$ cat src/sv/acp_pkg.sv
// Shared types, codes and constants of the ANSI console parser.
package acp_pkg;

    // Draw command codes
    localparam logic [1:0] OP_GLYPH  = 2'd0;
    localparam logic [1:0] OP_FILL   = 2'd1;
    localparam logic [1:0] OP_CLEAR  = 2'd2;
    localparam logic [1:0] OP_SCROLL = 2'd3;

    // Configuration register indexes
    localparam logic [7:0] CFG_COLUMNS    = 8'd0;
    localparam logic [7:0] CFG_ROWS       = 8'd1;
    localparam logic [7:0] CFG_BACKGROUND = 8'd2;
    localparam logic [7:0] CFG_DEFAULT_FG = 8'd3;

    // Reset values of the configuration and colour state
    localparam logic [7:0]  COLUMNS_RESET = 8'd80;
    localparam logic [7:0]  ROWS_RESET    = 8'd50;
    localparam logic [23:0] FG_RESET      = 24'hC0C0C0;

    // Escape phases
    localparam logic [1:0] PH_TEXT = 2'd0;
    localparam logic [1:0] PH_ESC  = 2'd1;
    localparam logic [1:0] PH_CSI  = 2'd2;

    // Byte codes
    localparam logic [7:0] CH_BS     = 8'h08;
    localparam logic [7:0] CH_TAB    = 8'h09;
    localparam logic [7:0] CH_LF     = 8'h0A;
    localparam logic [7:0] CH_CR     = 8'h0D;
    localparam logic [7:0] CH_ESC    = 8'h1B;
    localparam logic [7:0] CH_SPACE  = 8'h20;
    localparam logic [7:0] CH_ZERO   = 8'h30;
    localparam logic [7:0] CH_NINE   = 8'h39;
    localparam logic [7:0] CH_SEMI   = 8'h3B;
    localparam logic [7:0] CH_CUU    = 8'h41;
    localparam logic [7:0] CH_CUD    = 8'h42;
    localparam logic [7:0] CH_CUF    = 8'h43;
    localparam logic [7:0] CH_CUB    = 8'h44;
    localparam logic [7:0] CH_CUP    = 8'h48;
    localparam logic [7:0] CH_ED     = 8'h4A;
    localparam logic [7:0] CH_EL     = 8'h4B;
    localparam logic [7:0] CH_LBRACK = 8'h5B;
    localparam logic [7:0] CH_SGR    = 8'h6D;
    localparam logic [7:0] CH_DEL    = 8'h7F;

    // SGR parameter codes and colour components (BGR, red in the low byte)
    localparam logic [15:0] SGR_FG_LO = 16'd30;
    localparam logic [15:0] SGR_FG_HI = 16'd37;
    localparam logic [15:0] SGR_BR_LO = 16'd90;
    localparam logic [15:0] SGR_BR_HI = 16'd97;
    localparam logic [23:0] COL_RED   = 24'h0000C0;
    localparam logic [23:0] COL_GREEN = 24'h00C000;
    localparam logic [23:0] COL_BLUE  = 24'hC00000;

    localparam logic [15:0] PARAM_SAT = 16'hFFFF;
    localparam int          ALU_W     = 20;

    typedef struct packed {
        logic [7:0] char_byte;
    } t_char;

    typedef struct packed {
        logic [1:0]  draw_op;
        logic [7:0]  first_col;
        logic [7:0]  first_row;
        logic [7:0]  end_col;
        logic [7:0]  end_row;
        logic [6:0]  glyph_code;
        logic [23:0] ink_colour;
        logic        last_of_run;
    } t_cmd;

    typedef struct packed {
        logic [7:0]  index;
        logic [23:0] value;
    } t_cfg;

    typedef struct packed {
        logic [ALU_W-1:0] a;
        logic [ALU_W-1:0] b;
        logic             sub;
        logic [7:0]       bound;
    } t_alu_req;

    typedef struct packed {
        logic [ALU_W-1:0] res;
        logic             neg;
        logic             ge;
    } t_alu_rsp;

    typedef struct packed {
        logic        start;
        logic        next;
        logic        wr_en;
        logic [15:0] wr_val;
    } t_prm_ctrl;

    typedef struct packed {
        logic push;
        logic seal;
    } t_buf_ctrl;

    typedef struct packed {
        logic busy;
    } t_buf_stat;

    function automatic logic [23:0] sgr_colour(input logic [2:0] idx);
        logic [23:0] v;
        v = '0;
        if (idx[0]) v = v | COL_RED;
        if (idx[1]) v = v | COL_GREEN;
        if (idx[2]) v = v | COL_BLUE;
        return v;
    endfunction

endpackage

$ cat src/sv/acp_alu.sv
// Shared add/subtract unit with bound compare, used by the cursor and CSI parameter arithmetic steps.
module acp_alu (
    input  acp_pkg::t_alu_req i_req,
    output acp_pkg::t_alu_rsp o_rsp
);
    logic [acp_pkg::ALU_W:0] sum;

    always_comb begin
        if (i_req.sub) begin
            sum = {1'b0, i_req.a} - {1'b0, i_req.b};
        end else begin
            sum = {1'b0, i_req.a} + {1'b0, i_req.b};
        end
        o_rsp.res = sum[acp_pkg::ALU_W-1:0];
        o_rsp.neg = i_req.sub & sum[acp_pkg::ALU_W];
        o_rsp.ge  = !o_rsp.neg &&
                    (sum[acp_pkg::ALU_W-1:0] >= {{(acp_pkg::ALU_W-8){1'b0}}, i_req.bound});
    end
endmodule

$ cat config.mk
export PLATFORM = sky130hd
export DESIGN_NAME = acp_alu
export DESIGN_NICKNAME = d
export VERILOG_FILES = /design/src/sv/acp_pkg.sv /design/src/sv/acp_alu.sv
export SDC_FILE = /design/constraint.sdc
export NUM_CORES = 1
export LEC_CHECK = 0
export BUFFER_PORTS_ARGS = -buffer_cell sky130_fd_sc_hd__buf_2
export CAP_MARGIN = 25
export CORE_MARGIN = 1.5
export CORE_UTILIZATION = 50
export DETAILED_ROUTE_END_ITERATION = 8
export GPL_ROUTABILITY_DRIVEN = 1
export MAX_ROUTING_LAYER = met4
export PLACE_DENSITY_LB_ADDON = 0.25
export SLEW_MARGIN = 25
export SYNTH_ARGS = -nofsm -noshare
export SYNTH_HDL_FRONTEND = slang
export SYNTH_SLANG_ARGS = --single-unit
$ cat constraint.sdc
create_clock -name vclk -period 10
set_input_delay 0 -clock vclk [all_inputs]
set_output_delay 0 -clock vclk [all_outputs]
set_load 0.05 [all_outputs]
==> run_results.csv <==
group,metric,value,unit
synth,yosysSeqAreaShare,0,%
die,die_w,61.2,um
synth,yosys.area_share.simple,25.2,%
synth,syn-num-nets,320,
cells_and_area,n_sequential_cell,0,
cells_and_area,fill_cells,283,
die,die_area,0.00375,mm^2
worst_setup_path,cp_slowest_cell,"or4_1",
power,leakagePower,1.06,nW
grt,grt_usage,23.5,%
cells_and_area,syn2layout_area_growth,23.5,%
worst_setup_path,worst-path-buf-inv,3,
die,rows,20,
synth,avgSynthCellArea,7.03,um^2
grt,antenna_found_initial,0,
die,io_pins,71,
routing,wirelength,4170,um
routing,drt.antenna.violating_nets,0,
cells_and_area,ff_latch_area,0,um^2
synth,synth_area_leaders,"ha_1 (21%), xnor2_1 (14%), a21oi_1 (6.5%), nor2_1 (5.5%), inv_1 (5.1%)",
placed_design,portBuffers,71,
power,power_density,140,mW/mm^2
power,ir_drop,0.0916,mV
sta,setup_viol_count_final,0,
routing,vias_per_cell,5.47,
clock_network,cts_setup_buffers,0,
worst_setup_path,cp.required,10.00,ns
die,initial_utilization,54.2,%
sta,clock.fmax,243,MHz
sta,hold_viol,0,
synth,synth_compound_area_share,27.0,%
worst_setup_path,critPathCaptureType,"primary output",
synth,yosysTopAreaCell,"ha_1",
synth,synthAdderAreaFrac,22.6,%
placed_design,place_congestion,0.909,
worst_setup_path,cpPeakStageDelay,0.43,ns
sta,rsz0062_at_grt,"false",
routing,vias,1930,
placed_design,place_ws,5.86,ns
worst_setup_path,cpMostUsedCell,"ha_1",
worst_setup_path,crit_fanout,4,
sta,worst_slack,5.88,ns
synth,yosysWarnings,0,
synth,syn_area,0.00170,mm^2
routing,dr.pass1.iters,4,
synth,synth_top_family_by_area,"compound AO/OA/AOI/OAI gates",
worst_setup_path,worstSetupPathType,"in -> out",
worst_setup_path,worstPathCellList,"buf_2 -> inv_1 -> ha_1 -> nor2b_1 -> a21oi_1 -> xnor2_1 -> ha_1 -> a21o_1 -> or3_4 -> o21bai_1 -> xnor2_1 -> ha_1 -> nand4_1 -> nor2_1 -> o31ai_1 -> nand4bb_1 -> or4_1 -> or4_1 -> o31a_1 -> buf_2",
cells_and_area,clockBufferCount,0,
sta,maxSlewHeadroom,56.9,%
synth,ys_types,52,
grt,grt_pass1_wl,6820,um
clock_network,cts_resized,0,
grt,grt_max_degree,21,
min_path,holdCritStartpoint,"i_req[9]",
routing,drt_iter0_markers,121,
routing,drc_errors,0,
grt,overflow,0,
clock_network,ctsHoldBuffers,0,
synth,synth_mux_area_share,1.85,%
sta,tightest_slew,0.637,ns
run_status,outcome,"completed",
cells_and_area,num_antenna_cells,0,
cells_and_area,drive_gt1_share,26.9,%
worst_setup_path,arrival,4.12,ns
cells_and_area,nets,390,
synth,synth-xor-area-share,17.6,%
die,coreArea,0.00313,mm^2
flow_run,cap_violations,0,
cells_and_area,post-route-util,66.9,%
synth,yosys.area.top_type_share,21.4,%
routing,routedWlPerCell,11.8,um
min_path,hp-class,"in -> out",
sta,slew_violations,0,
min_path,holdPathEnd,"o_rsp[2]",
worst_setup_path,critical_path.startpoint_type,"primary input",
synth,netlist_instances,241,
die,die_y,61.2,um
min_path,min_path_cells,4,
placed_design,post-dp-hpwl,3700,um
sta,fin_crit_sh,41.2,%
worst_setup_path,crit_family,"simple AND/OR/NAND/NOR gates",
sta,tns,0,ns
sta,period_minus_slack,4.12,ns
grt,grt_pass1_vias,1606,
worst min-delay path, stage by stage:
cell   delay, ns
buf_2       0.10
ha_1        0.15
inv_1       0.04
buf_2       0.20
power by group:
| part | internal [mW] | switching, mW | total [mW] |
|---|---|---|---|
| sequential | 0 | 0 | 0 |
| clock | 0 | 0 | 0 |
| combinational | 0.0946 | 0.198 | 0.293 |
| total | 0.0946 | 0.198 | 0.293 |
metal layers:
layer | part of all wire [%] | track usage, % | vias up
met4 | 0.50 | 2.48 | 0
met3 | 5.3 | 0.420 | 2
met5 | 0 | - | -
met1 | 49 | 34.5 | 866
li1 | - | - | 1006
met2 | 45 | 37.1 | 56
synth_stat cells, drive strengths merged (3+ instances only):
cell,instances
a21o,3
o21ai,10
o21a,5
xnor2,27
a31oi,4
nor2,25
ha,29
a21oi,23
xor2,7
nand3,5
nor3,9
nand2,10
nor2b,5
nand2b,8
inv,23
o211ai,5
or3,3
cell usage in the layout, fill, tap and decap left out, types with 7 or more instances in the layout:
cell and instances:
buf_2 71, ha_1 29, xnor2_1 27, nor2_1 25
inv_1 23, a21oi_1 22, nand2_1 10, nor3_1 9
o21ai_0 9, nand2b_1 8, xor2_1 7
metrics by stage:
stage | hold slack (ns) | instances | cell area, um^2 | total power [mW]
3_3_place_gp | 0.485 | 353 | 2090 | 0.289
6_report | 0.483 | 353 | 2090 | 0.293
5_1_grt | 0.510 | 353 | 2090 | 0.316
3_5_place_dp | 0.491 | 353 | 2090 | 0.291
4_1_cts | 0.491 | 353 | 2090 | 0.292
2_1_floorplan | 0.319 | 241 | 1700 | 0.229
how the worst max path moves through the flow:
stage,startpoint,endpoint,slack [ns],depth (start not counted)
finish,i_req[9],o_rsp[0],5.88,20
global route,i_req[9],o_rsp[0],5.62,20
CTS,i_req[9],o_rsp[0],5.85,20
detailed placement,i_req[9],o_rsp[0],5.86,20
global placement,i_req[9],o_rsp[0],5.96,20
floorplan,i_req[8],o_rsp[0],5.60,17
layout make-up:
| cell class | instances | area [um^2] | share of cell area [%] |
|---|---|---|---|
| inverters | 23 | 86.3 | 4.12 |
| repair buffers | 71 | 355 | 17.0 |
| well taps | 44 | 55.1 | 2.63 |
| multi-input cells | 215 | 1600 | 76.3 |
cells by family (layout without fill, tap and decap cells):
kind of cell,after synthesis,count (layout)
AO/OA/AOI/OAI,67,67
adder cells (fa/ha/maj),30,30
multiplexers,3,3
buffers and inverters,26,94
XOR/XNOR,34,34
AND/OR/NAND/NOR,81,81
Note: power is estimated with default switching activity, not from simulation.
