[config.mk]
export PLATFORM = sky130hd
export DESIGN_NAME = acp_csi_params
export DESIGN_NICKNAME = d
export VERILOG_FILES = /design/src/sv/acp_pkg.sv /design/src/sv/acp_csi_params.sv
export SDC_FILE = /design/constraint.sdc
export NUM_CORES = 1
export LEC_CHECK = 0
export ABC_CLOCK_PERIOD_IN_PS = 3000
export BUFFER_PORTS_ARGS = -buffer_cell sky130_fd_sc_hd__buf_2
export CORE_ASPECT_RATIO = 1.2
export CORE_UTILIZATION = 30
export DETAILED_ROUTE_END_ITERATION = 12
export PLACE_DENSITY = 0.45
export SETUP_SLACK_MARGIN = 0.2
export SLEW_MARGIN = 40
export SYNTH_ARGS = -nofsm -noshare
export SYNTH_HDL_FRONTEND = slang
export SYNTH_SLANG_ARGS = --single-unit
[constraint.sdc]
create_clock -name i_clk -period 3 [get_ports i_clk]
set_clock_uncertainty 0.1 [all_clocks]
set_input_delay 0.15 -clock i_clk [delete_from_list [all_inputs] [get_ports i_clk]]
set_output_delay 0.15 -clock i_clk [all_outputs]
set_load 0.02 [all_outputs]
[src/sv/acp_pkg.sv]
// Shared types, codes and constants of the ANSI console parser.
package acp_pkg;

    // Draw command codes
    localparam logic [1:0] OP_GLYPH  = 2'd0;
    localparam logic [1:0] OP_FILL   = 2'd1;
    localparam logic [1:0] OP_CLEAR  = 2'd2;
    localparam logic [1:0] OP_SCROLL = 2'd3;

    // Configuration register indexes
    localparam logic [7:0] CFG_COLUMNS    = 8'd0;
    localparam logic [7:0] CFG_ROWS       = 8'd1;
    localparam logic [7:0] CFG_BACKGROUND = 8'd2;
    localparam logic [7:0] CFG_DEFAULT_FG = 8'd3;

    // Reset values of the configuration and colour state
    localparam logic [7:0]  COLUMNS_RESET = 8'd80;
    localparam logic [7:0]  ROWS_RESET    = 8'd50;
    localparam logic [23:0] FG_RESET      = 24'hC0C0C0;

    // Escape phases
    localparam logic [1:0] PH_TEXT = 2'd0;
    localparam logic [1:0] PH_ESC  = 2'd1;
    localparam logic [1:0] PH_CSI  = 2'd2;

    // Byte codes
    localparam logic [7:0] CH_BS     = 8'h08;
    localparam logic [7:0] CH_TAB    = 8'h09;
    localparam logic [7:0] CH_LF     = 8'h0A;
    localparam logic [7:0] CH_CR     = 8'h0D;
    localparam logic [7:0] CH_ESC    = 8'h1B;
    localparam logic [7:0] CH_SPACE  = 8'h20;
    localparam logic [7:0] CH_ZERO   = 8'h30;
    localparam logic [7:0] CH_NINE   = 8'h39;
    localparam logic [7:0] CH_SEMI   = 8'h3B;
    localparam logic [7:0] CH_CUU    = 8'h41;
    localparam logic [7:0] CH_CUD    = 8'h42;
    localparam logic [7:0] CH_CUF    = 8'h43;
    localparam logic [7:0] CH_CUB    = 8'h44;
    localparam logic [7:0] CH_CUP    = 8'h48;
    localparam logic [7:0] CH_ED     = 8'h4A;
    localparam logic [7:0] CH_EL     = 8'h4B;
    localparam logic [7:0] CH_LBRACK = 8'h5B;
    localparam logic [7:0] CH_SGR    = 8'h6D;
    localparam logic [7:0] CH_DEL    = 8'h7F;

    // SGR parameter codes and colour components (BGR, red in the low byte)
    localparam logic [15:0] SGR_FG_LO = 16'd30;
    localparam logic [15:0] SGR_FG_HI = 16'd37;
    localparam logic [15:0] SGR_BR_LO = 16'd90;
    localparam logic [15:0] SGR_BR_HI = 16'd97;
    localparam logic [23:0] COL_RED   = 24'h0000C0;
    localparam logic [23:0] COL_GREEN = 24'h00C000;
    localparam logic [23:0] COL_BLUE  = 24'hC00000;

    localparam logic [15:0] PARAM_SAT = 16'hFFFF;
    localparam int          ALU_W     = 20;

    typedef struct packed {
        logic [7:0] char_byte;
    } t_char;

    typedef struct packed {
        logic [1:0]  draw_op;
        logic [7:0]  first_col;
        logic [7:0]  first_row;
        logic [7:0]  end_col;
        logic [7:0]  end_row;
        logic [6:0]  glyph_code;
        logic [23:0] ink_colour;
        logic        last_of_run;
    } t_cmd;

    typedef struct packed {
        logic [7:0]  index;
        logic [23:0] value;
    } t_cfg;

    typedef struct packed {
        logic [ALU_W-1:0] a;
        logic [ALU_W-1:0] b;
        logic             sub;
        logic [7:0]       bound;
    } t_alu_req;

    typedef struct packed {
        logic [ALU_W-1:0] res;
        logic             neg;
        logic             ge;
    } t_alu_rsp;

    typedef struct packed {
        logic        start;
        logic        next;
        logic        wr_en;
        logic [15:0] wr_val;
    } t_prm_ctrl;

    typedef struct packed {
        logic push;
        logic seal;
    } t_buf_ctrl;

    typedef struct packed {
        logic busy;
    } t_buf_stat;

    function automatic logic [23:0] sgr_colour(input logic [2:0] idx);
        logic [23:0] v;
        v = '0;
        if (idx[0]) v = v | COL_RED;
        if (idx[1]) v = v | COL_GREEN;
        if (idx[2]) v = v | COL_BLUE;
        return v;
    endfunction

endpackage

[src/sv/acp_csi_params.sv]
// CSI parameter slots and the current slot pointer.
module acp_csi_params #(
    parameter int  SLOTS  = 8,
    localparam int SlotW  = $clog2(SLOTS)
) (
    input  logic               i_clk,
    input  logic               i_rst_n,
    input  acp_pkg::t_prm_ctrl i_ctrl,
    input  logic [SlotW-1:0]   i_rd_addr,
    output logic [15:0]        o_rd_data,
    output logic [15:0]        o_p0,
    output logic [SlotW-1:0]   o_slot
);
    logic [15:0]      r_val [SLOTS];
    logic [SlotW-1:0] r_slot;
    logic             can_advance;

    assign can_advance = (r_slot != SlotW'(SLOTS - 1));

    always_ff @(posedge i_clk) begin
        if (!i_rst_n) begin
            r_slot <= '0;
            for (int i = 0; i < SLOTS; i++) r_val[i] <= '0;
        end else begin
            if (i_ctrl.start) begin
                r_slot   <= '0;
                r_val[0] <= '0;
            end else if (i_ctrl.next) begin
                // a separator past the last slot is dropped
                if (can_advance) begin
                    r_slot                       <= SlotW'(r_slot + 1'b1);
                    r_val[SlotW'(r_slot + 1'b1)] <= '0;
                end
            end else if (i_ctrl.wr_en) begin
                r_val[r_slot] <= i_ctrl.wr_val;
            end
        end
    end

    assign o_rd_data = r_val[i_rd_addr];
    assign o_p0      = r_val[0];
    assign o_slot    = r_slot;
endmodule

==> impl_metrics.json <==
{
  "status": "finished clean",
  "io_buffers": 58,
  "setup_ws_ns": 0.725,
  "clockPowerShare": 0.436,
  "worst_path_max_delay_cell": "dfxtp_1",
  "place_inst": 695,
  "chipHeight_um": 160,
  "leakage_nw": 2.99,
  "drive_above_1_share": 0.323,
  "postRouteAntennaNets": 0,
  "cts_setup_buffers": 0,
  "setup_viol": 0,
  "crit_type": "register to register",
  "vdd.ir_drop.worst_mv": 0.405,
  "synth_area_per_cell_sq_um": 16.6,
  "dieArea_sq_um": 21400,
  "synth_area_sq_um": 6260,
  "gr-total-overflow": 0,
  "hold_viol": 0,
  "multi_input_area_sq_um": 2230,
  "dpl_cell_area_sq_um": 6900,
  "grt_usage": 0.154,
  "cts.repair.resized": 0,
  "crit_required_ns": 3.04,
  "core-area_sq_um": 20300,
  "instances_no_fill": 734,
  "max_stage_delay_ns": 0.59,
  "die_w_um": 134,
  "worstPathMaxFanout": 16,
  "routabilityCongestion": 0.738,
  "numCtsBuffers": 17,
  "slew_violations": 0,
  "intPower_mw": 3.41,
  "syn_to_final_growth_pct": 20.3,
  "comb_power_share": 0.081,
  "grt_pass1_vias": 3746,
  "fin_crit_ns": 2.28,
  "cp.arrival_ns": 2.32,
  "wl_per_cell_um": 20.9,
  "power_mw": 4.35,
  "rows": 57,
  "cp-end-kind": "register",
  "htree_levels": 4,
  "yosysUniqueCellTypes": 31,
  "finalWirelength_mm": 15.3,
  "yosysSeqAreaShare": 0.624,
  "drt-initial-drc-count": 209,
  "postCtsHoldBufs": 8,
  "clockRootBuffer": "clkbuf_16",
  "grt_pass1_wl_mm": 23.3,
  "cts_tree": "built",
  "start_kind": "register",
  "yosys.area_share.adder": 0.00400,
  "register_area_sq_um": 3900,
  "synth_compound_area_frac": 0.00800,
  "drc": 0,
  "fmax_ghz": 0.440,
  "seq_power_share": 0.483,
  "hold_class": "primary input to register",
  "vias": 3437,
  "p_sw_frac": 0.216,
  "post-route-util": 0.370,
  "drv_cap": 0,
  "crit_chain": "ha_1 > and3b_2 > o21ai_0 > o21ai_1 > buf_4",
  "n_fill_cell": 1941,
  "clock-sinks": 131,
  "via_per_inst": 4.68,
  "synth_nets": 402,
  "drt_first_pass_iters": 4,
  "holdWs_ns": 0.0101,
  "synth_xor_area_frac": 0.00140,
  "hpwl_mm": 9.47,
  "fin_nets": 484,
  "ys_warn_count": 0,
  "ys_ff_latch": 131,
  "p_switching_mw": 0.940,
  "synthSimpleGateAreaFrac": 0.172,
  "period_share": 0.758,
  "worst_pin_slew_ns": 0.781,
  "rsz0062_at_grt": "false",
  "pre_cts_ws_ns": 0.706,
  "start_util": 0.308,
  "antenna_found_initial": 0,
  "cts_buffer_depth": 2,
  "synth_top_family_by_area": "simple AND/OR/NAND/NOR gates",
  "powerDensity_nw_per_um2": 577,
  "pin_count": 59,
  "synth_mux_area_frac": 0.169,
  "fin_setup_tns_ns": 0,
  "worstSkewPairLatency_ns": 0.41,
  "grt_max_degree": 23,
  "slew_headroom": 0.480,
  "post-route-cell-area_sq_um": 7530,
  "syn_inst": 376,
  "clk_pin_slew_ns": 0.06
}
## path summary, 6_finish.rpt
kind	startpoint	to	slack, ns	cells after the start
worst max-delay path	o_slot[2]	r_val[4][8]	0.72	5
worst min-delay path	i_ctrl[3]	r_val[5][3]	0.01	2
worst max register to register	o_slot[2]	r_val[4][8]	0.72	5
worst min register to register	o_slot[1]	o_slot[1]	0.61	3
## final cells by class
class / count / share of cell area
timing repair buffer: 85 / 0.0703
sequential: 131 / 0.519
clock buffer: 19 / 0.0575
multi-input combinational: 223 / 0.297
tap: 265 / 0.0441
antenna: 1 / 0.000333
clock inverter: 10 / 0.0125
## cell families after synthesis
kind of cell               after synthesis
and+or+nand+nor                        156
xor gates and xnor gates                 1
adders and majority gates                2
DFF                                    131
AOI/OAI and AO/OA                       10
muxes                                   54
buffers and inverters                   22
## sequential cells by signal, indices dropped and copies added (netlist names)
name,cells
r_val,128
o_slot,3
## worst max-delay path, delay by kind of cell, from the launching register on
| kind | cells | cell delay, ns |
|---|---|---|
| AND/OR/NAND/NOR | 1 | 0.20 |
| buffers and inverters | 1 | 0.25 |
| adder cells (fa/ha/maj) | 1 | 0.26 |
| AO/OA/AOI/OAI | 2 | 0.59 |
| flip-flops | 1 | 0.59 |
## placed cells by master (no fill, tap or decap), drive strengths merged
cell,netlist,routed
xor2,1,1
and4,1,1
o21ai,10,10
nand2,2,2
mux4,32,32
nand2b,2,2
and4b,2,2
buf,14,77
nand4bb,1,1
and2,128,128
edfxtp,128,128
bufinv,0,2
dfxtp,3,3
clkinv,0,8
nor2,5,5
dlygate4sd3,0,8
nor4,1,1
diode,0,1
nor2b,5,5
and4bb,1,1
and3b,2,2
nor3,1,1
clkbuf,8,19
nor3b,4,4
nor4b,1,1
ha,2,2
mux2i,5,5
mux2,17,17
## power groups by stage
stage / clock [mW] / combinational, mW / sequential (mW)
after floorplan: 0 / 0.191 / 2.14
after global placement: 0 / 0.349 / 2.13
after detailed placement: 0 / 0.354 / 2.14
after CTS: 1.94 / 0.363 / 2.10
after global routing: 2.03 / 0.381 / 2.10
final: 1.89 / 0.353 / 2.10
## routing by layer
layer  GRT usage  wire [um]  part of all wire  vias up
met3      0.0346        645             0.042       20
met5           0          0                 0        -
li1            -          -                 -     1598
met2       0.246       7370              0.48       83
met4      0.0594        275             0.018        0
met1       0.204       7030              0.46     1736
## synthesized netlist by cell type (all sizes together)
master	instances	area share
nor3b	4	0.0084
mux2i	5	0.0080
nor4	1	0.0034
nor4b	1	0.0038
nand2	2	0.0012
mux2	17	0.031
nand2b	2	0.0020
nand4bb	1	0.0018
and2	128	0.13
xor2	1	0.0014
and4bb	1	0.0020
mux4	32	0.13
nor2b	5	0.0050
buf	14	0.017
edfxtp	128	0.61
dfxtp	3	0.0096
nor2	5	0.0030
nor3	1	0.0026
and4b	2	0.0032
clkbuf	8	0.0056
and3b	2	0.0032
and4	1	0.0014
o21ai	10	0.0080
ha	2	0.0040
Power figures use the tool's default switching activity.
