### src/sv/acp_pkg.sv
// Shared types, codes and constants of the ANSI console parser.
package acp_pkg;

    // Draw command codes
    localparam logic [1:0] OP_GLYPH  = 2'd0;
    localparam logic [1:0] OP_FILL   = 2'd1;
    localparam logic [1:0] OP_CLEAR  = 2'd2;
    localparam logic [1:0] OP_SCROLL = 2'd3;

    // Configuration register indexes
    localparam logic [7:0] CFG_COLUMNS    = 8'd0;
    localparam logic [7:0] CFG_ROWS       = 8'd1;
    localparam logic [7:0] CFG_BACKGROUND = 8'd2;
    localparam logic [7:0] CFG_DEFAULT_FG = 8'd3;

    // Reset values of the configuration and colour state
    localparam logic [7:0]  COLUMNS_RESET = 8'd80;
    localparam logic [7:0]  ROWS_RESET    = 8'd50;
    localparam logic [23:0] FG_RESET      = 24'hC0C0C0;

    // Escape phases
    localparam logic [1:0] PH_TEXT = 2'd0;
    localparam logic [1:0] PH_ESC  = 2'd1;
    localparam logic [1:0] PH_CSI  = 2'd2;

    // Byte codes
    localparam logic [7:0] CH_BS     = 8'h08;
    localparam logic [7:0] CH_TAB    = 8'h09;
    localparam logic [7:0] CH_LF     = 8'h0A;
    localparam logic [7:0] CH_CR     = 8'h0D;
    localparam logic [7:0] CH_ESC    = 8'h1B;
    localparam logic [7:0] CH_SPACE  = 8'h20;
    localparam logic [7:0] CH_ZERO   = 8'h30;
    localparam logic [7:0] CH_NINE   = 8'h39;
    localparam logic [7:0] CH_SEMI   = 8'h3B;
    localparam logic [7:0] CH_CUU    = 8'h41;
    localparam logic [7:0] CH_CUD    = 8'h42;
    localparam logic [7:0] CH_CUF    = 8'h43;
    localparam logic [7:0] CH_CUB    = 8'h44;
    localparam logic [7:0] CH_CUP    = 8'h48;
    localparam logic [7:0] CH_ED     = 8'h4A;
    localparam logic [7:0] CH_EL     = 8'h4B;
    localparam logic [7:0] CH_LBRACK = 8'h5B;
    localparam logic [7:0] CH_SGR    = 8'h6D;
    localparam logic [7:0] CH_DEL    = 8'h7F;

    // SGR parameter codes and colour components (BGR, red in the low byte)
    localparam logic [15:0] SGR_FG_LO = 16'd30;
    localparam logic [15:0] SGR_FG_HI = 16'd37;
    localparam logic [15:0] SGR_BR_LO = 16'd90;
    localparam logic [15:0] SGR_BR_HI = 16'd97;
    localparam logic [23:0] COL_RED   = 24'h0000C0;
    localparam logic [23:0] COL_GREEN = 24'h00C000;
    localparam logic [23:0] COL_BLUE  = 24'hC00000;

    localparam logic [15:0] PARAM_SAT = 16'hFFFF;
    localparam int          ALU_W     = 20;

    typedef struct packed {
        logic [7:0] char_byte;
    } t_char;

    typedef struct packed {
        logic [1:0]  draw_op;
        logic [7:0]  first_col;
        logic [7:0]  first_row;
        logic [7:0]  end_col;
        logic [7:0]  end_row;
        logic [6:0]  glyph_code;
        logic [23:0] ink_colour;
        logic        last_of_run;
    } t_cmd;

    typedef struct packed {
        logic [7:0]  index;
        logic [23:0] value;
    } t_cfg;

    typedef struct packed {
        logic [ALU_W-1:0] a;
        logic [ALU_W-1:0] b;
        logic             sub;
        logic [7:0]       bound;
    } t_alu_req;

    typedef struct packed {
        logic [ALU_W-1:0] res;
        logic             neg;
        logic             ge;
    } t_alu_rsp;

    typedef struct packed {
        logic        start;
        logic        next;
        logic        wr_en;
        logic [15:0] wr_val;
    } t_prm_ctrl;

    typedef struct packed {
        logic push;
        logic seal;
    } t_buf_ctrl;

    typedef struct packed {
        logic busy;
    } t_buf_stat;

    function automatic logic [23:0] sgr_colour(input logic [2:0] idx);
        logic [23:0] v;
        v = '0;
        if (idx[0]) v = v | COL_RED;
        if (idx[1]) v = v | COL_GREEN;
        if (idx[2]) v = v | COL_BLUE;
        return v;
    endfunction

endpackage

### src/sv/acp_chan_if.sv
// Valid/ready channel carrying one payload of type T.
interface acp_chan_if #(
    parameter type T = logic
) ();
    logic valid;
    logic ready;
    T     payload;

    modport source (output valid, output payload, input ready);
    modport sink   (input valid, input payload, output ready);
endinterface

### src/sv/acp_cmd_buf.sv
// Two-entry command buffer with the output register of the command channel.
module acp_cmd_buf (
    input  logic               i_clk,
    input  logic               i_rst_n,
    input  acp_pkg::t_buf_ctrl i_ctrl,
    input  acp_pkg::t_cmd      i_cmd,
    output acp_pkg::t_buf_stat o_stat,
    acp_chan_if.source         o_cmd
);
    acp_pkg::t_cmd r_q [2];
    acp_pkg::t_cmd r_out;
    logic          r_out_valid;
    logic [1:0]    r_n;
    logic          r_rd;
    logic          r_draining;
    logic          out_free;
    logic          is_last;
    logic          move;
    acp_pkg::t_cmd out_cmd;

    assign out_free = !r_out_valid || o_cmd.ready;
    assign is_last  = (r_n == 2'd1) || r_rd;
    assign move     = r_draining && out_free;

    always_comb begin
        out_cmd             = r_q[r_rd];
        out_cmd.last_of_run = is_last;
    end

    always_ff @(posedge i_clk) begin
        if (!i_rst_n) begin
            r_n         <= '0;
            r_rd        <= 1'b0;
            r_draining  <= 1'b0;
            r_out_valid <= 1'b0;
        end else begin
            if (r_out_valid && o_cmd.ready && !move) r_out_valid <= 1'b0;
            if (i_ctrl.push) r_n <= r_n + 2'd1;
            if (i_ctrl.seal && r_n != 2'd0) r_draining <= 1'b1;
            if (move) begin
                r_out_valid <= 1'b1;
                if (is_last) begin
                    r_draining <= 1'b0;
                    r_n        <= '0;
                    r_rd       <= 1'b0;
                end else begin
                    r_rd <= 1'b1;
                end
            end
        end
    end

    always_ff @(posedge i_clk) begin
        if (i_ctrl.push) r_q[r_n[0]] <= i_cmd;
        if (move) r_out <= out_cmd;
    end

    assign o_stat.busy   = r_draining;
    assign o_cmd.valid   = r_out_valid;
    assign o_cmd.payload = r_out;
endmodule

### src/flat_wrapper.sv
// flat-port wrapper written by rule: the top's interface ports become plain ports
module acp_cmd_buf_flat 
  (i_clk, i_rst_n, i_ctrl, i_cmd, o_stat, o_cmd_valid, o_cmd_payload, o_cmd_ready);
  acp_chan_if o_cmd_i ();
  input  logic i_clk;
  input  logic i_rst_n;
  input  acp_pkg::t_buf_ctrl i_ctrl;
  input  acp_pkg::t_cmd i_cmd;
  output acp_pkg::t_buf_stat o_stat;
  output wire logic [$bits(o_cmd_i.valid)-1:0] o_cmd_valid;
  output wire logic [$bits(o_cmd_i.payload)-1:0] o_cmd_payload;
  input wire logic [$bits(o_cmd_i.ready)-1:0] o_cmd_ready;
  assign o_cmd_valid = o_cmd_i.valid;
  assign o_cmd_payload = o_cmd_i.payload;
  assign o_cmd_i.ready = o_cmd_ready;
  acp_cmd_buf u_core (.i_clk(i_clk), .i_rst_n(i_rst_n), .i_ctrl(i_ctrl), .i_cmd(i_cmd), .o_stat(o_stat), .o_cmd(o_cmd_i));
endmodule
### config.mk
export PLATFORM = sky130hd
export DESIGN_NAME = acp_cmd_buf_flat
export DESIGN_NICKNAME = d
export VERILOG_FILES = /design/src/sv/acp_pkg.sv /design/src/sv/acp_chan_if.sv /design/src/sv/acp_cmd_buf.sv /design/src/flat_wrapper.sv
export SDC_FILE = /design/constraint.sdc
export NUM_CORES = 1
export LEC_CHECK = 0
export CAP_MARGIN = 5
export CORE_AREA = 4 4 41 43
export CTS_CLUSTER_DIAMETER = 80
export CTS_CLUSTER_SIZE = 20
export DETAILED_ROUTE_END_ITERATION = 12
export DIE_AREA = 0 0 45 47
export DONT_BUFFER_PORTS = 1
export PLACE_DENSITY = 0.33
export SLEW_MARGIN = 15
export SYNTH_ARGS = -nofsm -noshare
export SYNTH_HDL_FRONTEND = slang
export SYNTH_SLANG_ARGS = --single-unit
### constraint.sdc
create_clock -name i_clk -period 2.1 [get_ports i_clk]
set_clock_uncertainty 0.15 [all_clocks]
set_input_delay 0.315 -clock i_clk [delete_from_list [all_inputs] [get_ports i_clk]]
set_output_delay 0.315 -clock i_clk [all_outputs]
set_load 0.005 [all_outputs]
==> results of run 1 <==
[per-layer routing]
layer,wire length (um),track usage,part of all wire
met5,0,0,0
met4,4,0.0877,0.0087
met3,56,0.0421,0.12
met2,186,0.0565,0.40
met1,212,0.0576,0.46
[critical path: cells and delay by family (launching register included)]
| kind | cells | cell delay (ns) |
|---|---|---|
| fa+ha+maj | 1 | 0.17 |
| buf+inv | 2 | 0.13 |
| flops | 1 | 0.32 |
| simple gates | 1 | 0.26 |
[per-stage QoR]
step                      utilization  std cells  hold WS (ns)  total power [W]
final                           0.252         46        0.0517         0.000299
after global routing            0.252         46        0.0467         0.000320
after CTS                       0.252         46        0.0402         0.000309
after detailed placement        0.232         42         0.303         0.000185
after global placement          0.232         42         0.289         0.000184
after floorplan                     -         27         0.279         0.000176
[cells by family after synthesis]
family	count (synthesis)	share of synthesized area
XOR/XNOR	1	0.0310
multiplexers	1	0.0354
buffers and inverters	4	0.0531
adder cells (fa/ha/maj)	2	0.0885
AND/OR/NAND/NOR	9	0.181
AO/OA/AOI/OAI	4	0.150
flip-flops	6	0.460
[sequential cells by signal, indices dropped and copies added (netlist names)]
signal and count:
u_core.o_cmd.payload 1, u_core.r_rd 1, u_core.o_stat 1, u_core.r_n 2, u_core.o_cmd.valid 1
[cell type report]
cell class / count / area [sq um] / area share
Clock buffer: 4 / 26.3 / 0.0802
Inverter: 4 / 15.0 / 0.0458
Multi-Input combinational cell: 17 / 138 / 0.420
Sequential cell: 6 / 130 / 0.397
Tap cell: 15 / 18.8 / 0.0573
[final timing paths]
check                 from              endpoint  slack (ns)  cells after the start
max          u_core.r_n[1]  u_core.o_cmd.payload        0.83                      4
min reg2reg    u_core.r_rd           u_core.r_rd        0.32                      2
max reg2reg  u_core.r_n[1]  u_core.o_cmd.payload        0.83                      4
min                i_rst_n         u_core.o_stat        0.05                      2
[power groups by stage]
stage	clock network (W)	registers (W)	logic, W
after floorplan	0	0.000140	0.0000360
after detailed placement	0	0.000143	0.0000421
after global placement	0	0.000142	0.0000416
after global routing	0.000130	0.000142	0.0000477
final	0.000118	0.000140	0.0000417
after CTS	0.000126	0.000140	0.0000426
[cell usage after synthesis]
master	n	area [sq um]
sky130_fd_sc_hd__ha_1	2	25.0
sky130_fd_sc_hd__o31ai_4	1	21.3
sky130_fd_sc_hd__mux2i_1	1	10.0
sky130_fd_sc_hd__nor2b_4	1	13.8
sky130_fd_sc_hd__nand2b_1	2	12.5
sky130_fd_sc_hd__inv_2	1	3.75
sky130_fd_sc_hd__nor2_1	4	15.0
sky130_fd_sc_hd__a21boi_0	1	7.51
sky130_fd_sc_hd__nand2_1	1	3.75
sky130_fd_sc_hd__a21oi_2	1	8.76
sky130_fd_sc_hd__o21ai_1	1	5.00
sky130_fd_sc_hd__edfxtp_1	1	30.0
sky130_fd_sc_hd__xnor2_1	1	8.76
sky130_fd_sc_hd__nand4_1	1	6.26
sky130_fd_sc_hd__inv_1	3	11.3
sky130_fd_sc_hd__dfxtp_1	5	100
==> impl_metrics.ini, run 1 <==
[status]
status = complete, no violations

[cells_and_area]
stdcell_area_sq_um = 328
final_layout_size_suffix_gt1_frac = 0.226
final_common_cell = sky130_fd_sc_hd__dfxtp_1
antenna_cells = 0
final_cell_mix = 5 x sky130_fd_sc_hd__dfxtp_1, 4 x sky130_fd_sc_hd__nor2_1, 3 x sky130_fd_sc_hd__inv_1, 3 x sky130_fd_sc_hd__clkbuf_4
design.final.nets = 105
final.fill_count = 148
area_growth_pct = 15.9

[sta]
final_hold_viol_count = 0
finalCritPeriodShare = 0.604
unrepaired_setup_endpoints_after_global_routing = no
number_of_max_slew_violations_in_the_final_report = 0
tightest_slew_ns = 0.311
postLayoutSetupSlackWorst_ns = 0.831
setup_viol_count_final = 0
post-route-min-period_ns = 1.27
worst_slew_margin_rel = 0.792
achievable-frequency_mhz = 788
setup_tns_ns = 0

[clock_tree]
cts.sinks = 6
cts-hold-fix-buffers = 0
postCtsResizedCells = 0
cts_max_path_buffers = 2
root_buffer_cell = sky130_fd_sc_hd__clkbuf_4
clock_tree_from_tritoncts = done
cts_setup_buffers = 0
clock_tree.htree_level_count = 1
cts_inserted_buffers = 3
clk-insertion-delay-late_ns = 0.25
cts.clk_slew.worst_paths_ns = 0.05

[setup_path]
path_class = reg2reg
critPathLaunchType = flop
required_time_of_the_critical_path_ns = 1.94
critical_path.max_stage_delay_ns = 0.32
cpMaxStageDelayCell = sky130_fd_sc_hd__dfxtp_1
critPathMaxFanout = 3
crit_path_cell_trace = inv_1 > ha_1 > nor2_1 > inv_1
endpoint_kind = flop
critPathArrivalTime_ns = 1.11
path_common_cell = sky130_fd_sc_hd__inv_1

[power]
netSwitchingFraction = 0.259
pwr-share-clk = 0.393
peak_ir_drop_on_the_vdd_network_mv = 0.232
static-leakage-power_nw = 0.123
pwr_density_cell_nw_per_um2 = 913
combPwrFrac = 0.139
internal_power_w = 0.000222
power.switching_w = 0.0000775
share_seq_of_total_power = 0.468

[global_route]
track_usage = 0.0563
global_route_overflow = 0
grt_first_pass_wirelength_um = 752
via_count_of_the_first_global_routing_pass = 188
grt_antenna_before_repair = 0
grt_max_degree = 5

[detailed_routing]
wl_per_cell_um = 10.0
remaining_drc_errors = 0
via_count = 179
vias_per_cell = 3.89
drt_iter0_markers = 1
iteration_count_of_the_initial_detailed_routing_pass = 2
drt_wl_total_um = 460
route.antenna.remaining_nets = 0

[placement]
place_worst_setup_slack_ns = 0.835
placed_cell_area_sq_um = 302
gp_congestion = 0.669
placement.io_buffers = 0

[floorplanning]
core_sq_um = 1300
starting_utilization_of_the_core_area = 0.217
rows = 13
ios = 74
die_footprint_sq_um = 2120
die_wd_um = 45
die_height_um = 47

[synthesis]
synth_cells = 27
synth_cell_type_count = 16
avgSynthCellArea_sq_um = 10.5
synthesis.nets = 100
synthesis.area_sq_um = 283
yosys_warn_count = 0
synth.yosys.seq_area_share = 0.460
ys_ff_latch = 6

[worst_hold_path]
hold_class = in2reg

[flow_run]
max_cap_viol_count = 0
(Power assumes the default switching activity.)
==> inputs of run 2 (changes only) <==
==> constraint.sdc (replaced) <==
create_clock -name i_clk -period 1.2 [get_ports i_clk]
set_clock_uncertainty 0.15 [all_clocks]
set_input_delay 0.18 -clock i_clk [delete_from_list [all_inputs] [get_ports i_clk]]
set_output_delay 0.18 -clock i_clk [all_outputs]
set_load 0.005 [all_outputs]
==> run 2 against run 1 <==
  * Critical path depth unchanged
  * Largest power group unchanged
  * Register-to-register slack got worse by 0.77 ns
  * Power increased by 82%
  * Cell count increased by 8.7%
  * Design area increased by 18%
  * Die area unchanged
  * Via count increased by 13%
  * Utilization increased by 4.4 points
  * Critical endpoint unchanged
  * Clock power increased by 68%
  * Worst setup slack got worse by 0.77 ns
  * First-iteration DRC count decreased by 100%
  * Combinational power increased by 140%
==> impl_metrics.ini, run 2 (synthesis results as in run 1) <==
[clock_tree]
clock_tree_from_tritoncts = done
cts_inserted_buffers = 3
clock_tree.htree_level_count = 1
cts.sinks = 6
cts.clk_slew.worst_paths_ns = 0.05
clk-insertion-delay-late_ns = 0.24
cts_max_path_buffers = 2
cts_setup_buffers = 0
root_buffer_cell = sky130_fd_sc_hd__clkbuf_4

[cells_and_area]
largest_register_ffs = 2
final_cell_mix = 3 x sky130_fd_sc_hd__nor2_1, 3 x sky130_fd_sc_hd__clkbuf_4, 3 x sky130_fd_sc_hd__dlygate4sd3_1, 3 x sky130_fd_sc_hd__dfxtp_1
regMostFlops = u_core.r_n
post-route-util = 0.296
final_layout_size_suffix_gt1_frac = 0.371
antenna_cells = 0
area_growth_pct = 36.3
design.final.nets = 109
instances_no_fill = 50

[setup_path]
path_class = reg2reg
required_time_of_the_critical_path_ns = 1.05
critPathLaunchType = flop
critPathArrivalTime_ns = 0.98
critPathMaxFanout = 3
endpoint_kind = flop

[placement]
placement.io_buffers = 0
gp_congestion = 0.637
final_hpwl_from_detailed_placement_um = 373
numPlacedInstances = 43

[detailed_routing]
drt_iter0_markers = 0
iteration_count_of_the_initial_detailed_routing_pass = 1
route.antenna.remaining_nets = 0
remaining_drc_errors = 0
drt_wl_total_um = 497
vias_per_cell = 4.06
via_count = 203
wl_per_cell_um = 9.94

[floorplanning]
ios = 74
rows = 13
die_footprint_sq_um = 2120
starting_utilization_of_the_core_area = 0.217
core_sq_um = 1300
die_height_um = 47
die_wd_um = 45

[sta]
worst_slew_margin_rel = 0.833
number_of_max_slew_violations_in_the_final_report = 0
setup_viol_count_final = 0
achievable-frequency_mhz = 878
unrepaired_setup_endpoints_after_global_routing = no
tightest_slew_ns = 0.250
final_hold_viol_count = 0
finalCritPeriodShare = 0.949
post-route-min-period_ns = 1.14

[global_route]
grt_max_degree = 5
via_count_of_the_first_global_routing_pass = 218
track_usage = 0.0625
grt_antenna_before_repair = 0
grt_first_pass_wirelength_um = 869
global_route_overflow = 0

[status]
status = complete, no violations

[power]
static-leakage-power_nw = 0.144
peak_ir_drop_on_the_vdd_network_mv = 0.713
pwr_density_cell_nw_per_um2 = 1410

[worst_hold_path]
hold_class = in2reg

[flow_run]
max_cap_viol_count = 0
run 2: final cells by class:
class                   count  area, sq um
flip-flops and latches      6          135
multi-input cells          17          153
inverters                   4         15.0
clock buffers               4         26.3
repair buffers              4         37.5
fillers                   150          916
well taps                  15         18.8
run 2: through the flow:
stage | area, sq um | worst slack (ns) | total power (W) | TNS [ns] | hold slack (ns)
after floorplan | 285 | 0.0632 | 0.000311 | 0 | 0.156
after global placement | 312 | 0.0160 | 0.000330 | 0 | 0.171
after detailed placement | 312 | -0.00981 | 0.000332 | -0.0110 | 0.173
after CTS | 382 | 0.0118 | 0.000560 | 0 | 0.0162
after global routing | 385 | 0.00356 | 0.000592 | 0 | 0.0497
final | 385 | 0.0616 | 0.000545 | 0 | 0.0149
run 2: timing repair:
item	CTS	global route
pin swaps	2	3
hold buffers	3	0
endpoints found under the setup margin	2	4
gates resized for setup	4	2
hold endpoints to repair	5	0
gates cloned	0	0
run 2: worst max-delay path: stages, from the launching register on:
cell                      delay, ns
sky130_fd_sc_hd__dfxtp_2       0.32
sky130_fd_sc_hd__inv_2         0.05
sky130_fd_sc_hd__ha_4          0.15
sky130_fd_sc_hd__nor2_2        0.17
sky130_fd_sc_hd__inv_1         0.06
run 2: final timing paths:
kind / startpoint / end / slack (ns) / cells after the start
max: u_core.r_n[1] / u_core.o_cmd.payload / 0.06 / 4
min: o_cmd_ready / u_core.o_cmd.valid / 0.01 / 2
max reg2reg: u_core.r_n[1] / u_core.o_cmd.payload / 0.06 / 4
min reg2reg: u_core.r_rd / u_core.r_rd / 0.31 / 2
run 2: where the power goes:
group          internal (W)  leakage, nW  switching (W)
sequential         0.000231       0.0514      0.0000170
combinational     0.0000482       0.0775      0.0000507
clock              0.000126       0.0150      0.0000720
total              0.000405        0.144       0.000140
run 2: metal layers:
| metal | vias to the layer above | wire length [um] | part of all wire | track usage |
|---|---|---|---|---|
| met5 | - | 0 | 0 | 0 |
| met4 | 0 | 5 | 0.010 | 0.0702 |
| met3 | 2 | 60 | 0.12 | 0.0345 |
| met2 | 7 | 205 | 0.41 | 0.0847 |
| met1 | 86 | 226 | 0.45 | 0.0639 |
| li1 | 108 | - | - | - |
